===== src/hdl/sru_pkg.sv =====
// ---------------------------------------------------------------------------
// sru_pkg
// Shared types and constants of the sort-unique block.
// ---------------------------------------------------------------------------
`default_nettype none

package sru_pkg;

  localparam int DATA_W        = 32;
  localparam int CNT_W         = 7;
  localparam int MAX_ITEMS_DEF = 64;
  localparam logic [CNT_W-1:0] DROP_LIMIT = 7'd64;

  typedef struct packed {
    logic signed [DATA_W-1:0] value;
    logic                     last_in;
  } in_item_t;

  typedef struct packed {
    logic signed [DATA_W-1:0] sorted_value;
    logic                     last_out;
    logic [CNT_W-1:0]         ignored_count;
  } out_item_t;

  typedef struct packed {
    logic gt;
    logic eq;
  } cmp_res_t;

  typedef enum logic [2:0] {
    ST_FILL,
    ST_LOAD,
    ST_LOADW,
    ST_CMP,
    ST_EMIT
  } state_t;

endpackage

`default_nettype wire


===== src/hdl/sru_ram.sv =====
// ---------------------------------------------------------------------------
// sru_ram
// Generic single-write, single-read RAM with registered read data.
// ---------------------------------------------------------------------------
`default_nettype none

module sru_ram #(
  parameter int WIDTH = 32,
  parameter int DEPTH = 64
) (
  input  wire logic                     clk,
  input  wire logic                     we,
  input  wire logic [$clog2(DEPTH)-1:0] waddr,
  input  wire logic [WIDTH-1:0]         wdata,
  input  wire logic [$clog2(DEPTH)-1:0] raddr,
  output logic      [WIDTH-1:0]         rdata
);

  logic [WIDTH-1:0] mem [DEPTH];
  logic [WIDTH-1:0] rdata_r;

  always_ff @(posedge clk) begin
    if (we) begin
      mem[waddr] <= wdata;
    end
    rdata_r <= mem[raddr];
  end

  assign rdata = rdata_r;

endmodule

`default_nettype wire


===== src/hdl/sru_cmp.sv =====
// ---------------------------------------------------------------------------
// sru_cmp
// Shared signed compare unit: greater-than and equality.
// ---------------------------------------------------------------------------
`default_nettype none

module sru_cmp (
  input  wire logic signed [sru_pkg::DATA_W-1:0] a,
  input  wire logic signed [sru_pkg::DATA_W-1:0] b,
  output sru_pkg::cmp_res_t                      res
);

  always_comb begin
    res.gt = (a > b);
    res.eq = (a == b);
  end

endmodule

`default_nettype wire


===== src/hdl/sort_and_remove_duplicates.sv =====
// ---------------------------------------------------------------------------
// sort_and_remove_duplicates
// Collects a set of signed values, sorts it and emits each distinct value.
// ---------------------------------------------------------------------------
// Input items (in_item) are appended to a RAM in arrival order, one per cycle
// while the block is collecting. Up to MAX_ITEMS values are kept; further
// values of the set are dropped and counted (saturating at 64). An item with
// last_in set closes the set and starts the sort; in_ready is low until the
// whole set has been emitted.
// The sort runs one compare-swap per cycle on a single shared comparator:
// row i takes (count - i - 1) compares plus its load, load-wait and emit steps.
// Each row ends with the next smallest value, which goes to the output
// register if it differs from the previous one. last_out marks the largest
// kept value of the set; ignored_count carries the drop count of the set.
// The output register lets the next set start filling while the final result
// waits. A stalled receiver pauses the sort at the emit step.
// Reset clears the fill and drop counts, the sequencer and out_valid.
// ---------------------------------------------------------------------------
`default_nettype none

module sort_and_remove_duplicates #(
  parameter int MAX_ITEMS = sru_pkg::MAX_ITEMS_DEF
) (
  input  wire logic               clk,
  input  wire logic               rst_n,
  input  wire logic               in_valid,
  output logic                    in_ready,
  input  wire sru_pkg::in_item_t  in_item,
  output logic                    out_valid,
  input  wire logic               out_ready,
  output sru_pkg::out_item_t      out_item
);

  localparam int AW = $clog2(MAX_ITEMS);
  localparam int CW = $clog2(MAX_ITEMS + 1);
  localparam logic [CW-1:0] CNT_MAX = CW'(MAX_ITEMS);

  sru_pkg::state_t                      state_r, state_nxt;
  logic [CW-1:0]                        cnt_r, cnt_nxt;
  logic [sru_pkg::CNT_W-1:0]            drop_r, drop_nxt;
  logic signed [sru_pkg::DATA_W-1:0]    max_r, max_nxt;
  logic signed [sru_pkg::DATA_W-1:0]    cur_r, cur_nxt;
  logic signed [sru_pkg::DATA_W-1:0]    prev_r, prev_nxt;
  logic [AW-1:0]                        i_r, i_nxt;
  logic [AW-1:0]                        j_r, j_nxt;
  sru_pkg::out_item_t                   out_r, out_nxt;
  logic                                 out_valid_r, out_valid_nxt;

  logic                                 mem_we;
  logic [AW-1:0]                        mem_waddr;
  logic [AW-1:0]                        mem_raddr;
  logic [sru_pkg::DATA_W-1:0]           mem_wdata;
  logic [sru_pkg::DATA_W-1:0]           mem_rdata;
  logic signed [sru_pkg::DATA_W-1:0]    rd_val;
  logic signed [sru_pkg::DATA_W-1:0]    cmp_a, cmp_b;
  sru_pkg::cmp_res_t                    cmp_res;
  logic                                 emit;
  logic                                 out_free;

  sru_ram #(
    .WIDTH(sru_pkg::DATA_W),
    .DEPTH(MAX_ITEMS)
  ) u_store (
    .clk  (clk),
    .we   (mem_we),
    .waddr(mem_waddr),
    .wdata(mem_wdata),
    .raddr(mem_raddr),
    .rdata(mem_rdata)
  );

  sru_cmp u_cmp (
    .a  (cmp_a),
    .b  (cmp_b),
    .res(cmp_res)
  );

  assign rd_val   = $signed(mem_rdata);
  assign out_free = !out_valid_r || out_ready;

  always_ff @(posedge clk) begin
    if (!rst_n) begin
      state_r     <= sru_pkg::ST_FILL;
      cnt_r       <= '0;
      drop_r      <= '0;
      out_valid_r <= 1'b0;
    end else begin
      state_r     <= state_nxt;
      cnt_r       <= cnt_nxt;
      drop_r      <= drop_nxt;
      out_valid_r <= out_valid_nxt;
    end
    max_r  <= max_nxt;
    cur_r  <= cur_nxt;
    prev_r <= prev_nxt;
    i_r    <= i_nxt;
    j_r    <= j_nxt;
    out_r  <= out_nxt;
  end

  always_comb begin
    state_nxt     = state_r;
    cnt_nxt       = cnt_r;
    drop_nxt      = drop_r;
    max_nxt       = max_r;
    cur_nxt       = cur_r;
    prev_nxt      = prev_r;
    i_nxt         = i_r;
    j_nxt         = j_r;
    out_nxt       = out_r;
    out_valid_nxt = out_valid_r;
    in_ready      = 1'b0;
    mem_we        = 1'b0;
    mem_waddr     = cnt_r[AW-1:0];
    mem_wdata     = in_item.value;
    mem_raddr     = i_r;
    cmp_a         = cur_r;
    cmp_b         = rd_val;
    emit          = 1'b0;

    if (out_valid_r && out_ready) begin
      out_valid_nxt = 1'b0;
    end

    case (state_r)
      sru_pkg::ST_FILL: begin
        in_ready = 1'b1;
        cmp_a    = in_item.value;
        cmp_b    = max_r;
        if (in_valid) begin
          if (cnt_r < CNT_MAX) begin
            mem_we  = 1'b1;
            cnt_nxt = cnt_r + CW'(1);
            if (cnt_r == '0 || cmp_res.gt) begin
              max_nxt = in_item.value;
            end
          end else if (drop_r < sru_pkg::DROP_LIMIT) begin
            drop_nxt = drop_r + sru_pkg::CNT_W'(1);
          end
          if (in_item.last_in) begin
            i_nxt     = '0;
            state_nxt = sru_pkg::ST_LOAD;
          end
        end
      end
      sru_pkg::ST_LOAD: begin
        mem_raddr = i_r;
        state_nxt = sru_pkg::ST_LOADW;
      end
      sru_pkg::ST_LOADW: begin
        cur_nxt   = rd_val;
        j_nxt     = i_r + AW'(1);
        mem_raddr = i_r + AW'(1);
        if (CW'(i_r) + CW'(1) < cnt_r) begin
          state_nxt = sru_pkg::ST_CMP;
        end else begin
          state_nxt = sru_pkg::ST_EMIT;
        end
      end
      sru_pkg::ST_CMP: begin
        if (cmp_res.gt) begin
          mem_we    = 1'b1;
          mem_waddr = j_r;
          mem_wdata = cur_r;
          cur_nxt   = rd_val;
        end
        j_nxt     = j_r + AW'(1);
        mem_raddr = j_r + AW'(1);
        if (!(CW'(j_r) + CW'(1) < cnt_r)) begin
          state_nxt = sru_pkg::ST_EMIT;
        end
      end
      sru_pkg::ST_EMIT: begin
        cmp_b = prev_r;
        emit  = (i_r == '0) || !cmp_res.eq;
        if (!emit || out_free) begin
          if (emit) begin
            out_valid_nxt         = 1'b1;
            out_nxt.sorted_value  = cur_r;
            out_nxt.last_out      = (cur_r == max_r);
            out_nxt.ignored_count = drop_r;
          end
          prev_nxt = cur_r;
          if (CW'(i_r) + CW'(1) == cnt_r) begin
            cnt_nxt   = '0;
            drop_nxt  = '0;
            state_nxt = sru_pkg::ST_FILL;
          end else begin
            i_nxt     = i_r + AW'(1);
            state_nxt = sru_pkg::ST_LOAD;
          end
        end
      end
      default: begin
        state_nxt = sru_pkg::ST_FILL;
      end
    endcase
  end

  assign out_valid = out_valid_r;
  assign out_item  = out_r;

  a_cnt_bound: assert property (@(posedge clk) disable iff (!rst_n)
    cnt_r <= CNT_MAX)
    else $error("fill count above store depth");

  a_drop_bound: assert property (@(posedge clk) disable iff (!rst_n)
    drop_r <= sru_pkg::DROP_LIMIT)
    else $error("drop count above limit");

  a_drop_full: assert property (@(posedge clk) disable iff (!rst_n)
    (drop_r != '0) |-> (cnt_r == CNT_MAX))
    else $error("values dropped while store not full");

  a_set_clear: assert property (@(posedge clk) disable iff (!rst_n)
    (state_r == sru_pkg::ST_EMIT && state_nxt == sru_pkg::ST_FILL)
      |=> (cnt_r == '0 && drop_r == '0))
    else $error("counts not cleared after set");

  a_cmp_order: assert property (@(posedge clk) disable iff (!rst_n)
    (state_r == sru_pkg::ST_CMP) |-> (j_r > i_r && CW'(j_r) < cnt_r))
    else $error("compare index out of row");

endmodule

`default_nettype wire

===== config.mk =====
export PLATFORM = sky130hd
export DESIGN_NAME = sort_and_remove_duplicates
export DESIGN_NICKNAME = d
export VERILOG_FILES = /design/src/hdl/sru_pkg.sv /design/src/hdl/sru_ram.sv /design/src/hdl/sru_cmp.sv /design/src/hdl/sort_and_remove_duplicates.sv
export SDC_FILE = /design/constraint.sdc
export NUM_CORES = 2
export LEC_CHECK = 0
export BUFFER_PORTS_ARGS = -buffer_cell sky130_fd_sc_hd__clkbuf_2
export CAP_MARGIN = 20
export CORE_MARGIN = 4
export CORE_UTILIZATION = 30
export CTS_CLUSTER_DIAMETER = 150
export DETAILED_ROUTE_END_ITERATION = 7
export MAX_ROUTING_LAYER = met4
export PLACE_DENSITY = 0.47
export SETUP_SLACK_MARGIN = 0.5
export SKIP_LAST_GASP = 1
export SLEW_MARGIN = 20
export SYNTH_ARGS = -nofsm -noshare
export SYNTH_HDL_FRONTEND = slang
export SYNTH_HIERARCHICAL = 1
export SYNTH_SLANG_ARGS = --single-unit

===== constraint.sdc =====
create_clock -name clk -period 15.2 [get_ports clk]
set_clock_uncertainty 0.05 [all_clocks]
set_input_delay 4.56 -clock clk [delete_from_list [all_inputs] [get_ports clk]]
set_output_delay 4.56 -clock clk [all_outputs]
set_load 0.02 [all_outputs]

==> results.cfg <==
[logic_synthesis]
ys_seq_area_share_pct = 76.7
synth_cell_type_count = 70
syn_area_per_cell_sq_um = 21.6
synth_fp_nets = 4131
yosys_warnings = 6
synth_ff_type = edfxtp_1
synthCells = 4043
syn_area_sq_mm = 0.0873
synth_edf_count = 2196
netlist_top_cells_area = edfxtp_1 76%, mux4_2 14%, mux2i_1 1.5%
synthArstFlopShare_pct = 0
synth_seq_cells = 2246
yosysTopAreaCell = edfxtp_1
yosysTopAreaCellShare_pct = 75.5

[setup_path]
endpoint_kind = flop
worstSetupPathType = in2reg
crit_path_start_kind = input pin
crit_fanout = 37
worst-endpoint-required_ns = 15.63
critical_path_arrival_ns = 10.21

[global_routing]
grt_pass1_wl_um = 345000
grt_usage_pct = 16.6
antenna_found_initial = 24
grt_max_degree = 120
grt_overflow = 0
grt_pass1_vias = 41800

[clock_network]
cts_sinks = 2246
holdBufCountCts = 0
clk_latency_ns = 0.89
cts_buffers = 235
cts_root_buffer = clkbuf_16
htree_num_levels = 4
clk_path_buf_depth = 4
post_cts_resized = 0
cts_tree = built
post_cts_buffers = 0
path_clk_slew_ns = 0.06

[sta]
hold_viol = 0
setup_viol = 0
fin_setup_tns_ns = 0
rsz0062_at_grt = no
fin_crit_sh_pct = 64.3
worst_slew_pin_slew_ns = 1.21
slew_viol_final = 0
fmaxAchievable_mhz = 102
period_needed_ns = 9.78
slew_headroom_pct = 18.8

[pwr]
pwr_density_cell_mw_per_mm2 = 135
power_leakage_nw = 31.2
switching_power_mw = 3.19
p_int_mw = 10.5
share_comb_of_total_power_pct = 8.6
p_clk_share_pct = 40.7
netSwitchingFraction_pct = 23.4
ir_drop_uv = 88.3
pwr-share-seq_pct = 50.7

[floorplanning]
die_area_sq_mm = 0.300
fp.dieH_um = 548
die_width_um = 548
initial_utilization_pct = 30.2
ioPinCount = 79
fp-row-count = 197
core_area_sq_mm = 0.289

[routing]
vias = 41800
viasPerCell = 4.99
ant_nets = 0
dr.pass1.iters = 5
first_iter_violations = 4311
wl_per_cell_um = 29.6
totalWireLength_um = 247000
drc = 0

[run]
max-cap-violations = 0

[min_path]
hp-class = reg2reg

[placement]
place_inst = 7931
place_congestion = 0.809
port_buffers = 78
hpwl_um = 145000

[layout]
multi_input_area_sq_mm = 0.0198
nFillCells = 26900
area_delta_synth_final_pct = 15.5
final_cells = 8368
nets = 4380
regArea_sq_mm = 0.0669
drive_above_1_share_pct = 27.9

[run_status]
status = complete, no violations
## worst paths after layout
path | start | end | slack (ns) | cells after the start
worst max-delay path | in_item[32] | u_store/mem[60][28]$_DFFE_PP_ | 5.42 | 16
worst min-delay path | u_store/rdata[16]$_DFF_P_ | cur_r[16]$_DFFE_PP_ | 0.33 | 0
worst max register to register | state_r[0]$_SDFFE_PN0P_ | u_store/mem[60][28]$_DFFE_PP_ | 7.47 | 19
worst min register to register | u_store/rdata[16]$_DFF_P_ | cur_r[16]$_DFFE_PP_ | 0.33 | 0
## logic make-up after synthesis
group,Yosys count,synth area share [%]
flops,2246,76.7
mux,749,16.5
simple gates,383,2.07
compound gates,313,2.27
buf+inv,260,1.36
fa+ha+maj,51,0.731
xor+xnor,41,0.411
## per-layer routing
metal / global-route usage (%) / share of wire, % / routed length, um
met1: 22.8 / 44 / 109000
met2: 25.9 / 48 / 118000
met3: 2.87 / 5.8 / 14400
met4: 3.95 / 2.4 / 5910
met5: - / 0 / 0
## final cells by class
cell class	count	share of cell area, %
flip-flops and latches	2246	66.4
clock inverters	132	1.16
clock buffers	290	6.12
multi-input cells	1537	19.7
inverters	55	0.205
diodes	11	0.0273
repair buffers	217	1.63
well taps	3880	4.81
## power by group through the flow
stage / Sequential [mW] / Combinational (mW) / Clock [mW]
3_3_place_gp: 7.05 / 1.19 / 0
3_5_place_dp: 7.05 / 1.19 / 0
5_1_grt: 6.92 / 1.24 / 5.97
4_1_cts: 6.92 / 1.19 / 5.71
6_report: 6.92 / 1.17 / 5.56
2_1_floorplan: 7.03 / 0.678 / 0
## cells in the final DEF, fill, tap and decap left out, drive strengths merged, types with 72 or more instances in the layout
cell / count
a21oi: 87
buf: 139
clkbuf: 368
clkinv: 105
edfxtp: 2196
mux2: 72
mux2i: 133
mux4: 544
nand2: 86
nor2: 164
o22ai: 87
## cell usage after synthesis, drive strengths merged (20+ instances only)
| library cell | count |
|---|---|
| clkbuf | 89 |
| o221ai | 30 |
| o22ai | 87 |
| nor2 | 164 |
| nand2 | 86 |
| a21oi | 87 |
| edfxtp | 2196 |
| nor2b | 20 |
| mux2 | 72 |
| xor2 | 38 |
| mux4 | 544 |
| buf | 116 |
| ha | 51 |
| nand3 | 20 |
| inv | 54 |
| mux2i | 133 |
| dfxtp | 50 |
| o21ai | 51 |
## sequential cells by signal, indices dropped and copies added, names as in the netlist
| register | cells |
|---|---|
| drop_r | 7 |
| out_valid | 1 |
| prev_r | 32 |
| j_r | 6 |
| out_item | 40 |
| state_r | 3 |
| cur_r | 32 |
| max_r | 32 |
| i_r | 6 |
| u_store/mem | 2048 |
| cnt_r | 7 |
| u_store/rdata | 32 |
## through the flow
stage	utilization [%]	setup slack (ns)	hold WS, ns	power, mW	instance area (sq um)
final	34.9	5.42	0.330	13.7	101000
after floorplan	-	4.86	0.358	7.71	87300
after global placement	32.3	4.55	0.367	8.24	93300
after CTS	34.9	5.58	0.329	13.8	101000
after detailed placement	32.3	4.68	0.367	8.24	93400
after global routing	34.9	5.37	0.344	14.1	101000
## critical path, cell delays in order
cell,delay [ns]
clkbuf_2,0.10
mux2_2,0.27
ha_1,0.35
and4_1,0.23
nand4_1,0.15
or3_1,0.45
a31oi_1,0.28
nor3_1,0.09
nand2b_1,0.25
nand3_2,0.23
buf_4,0.58
mux2_2,0.48
nor2b_1,0.27
nand2_1,0.76
nor2_4,0.70
buf_4,0.43
Power figures use the tool's default switching activity.
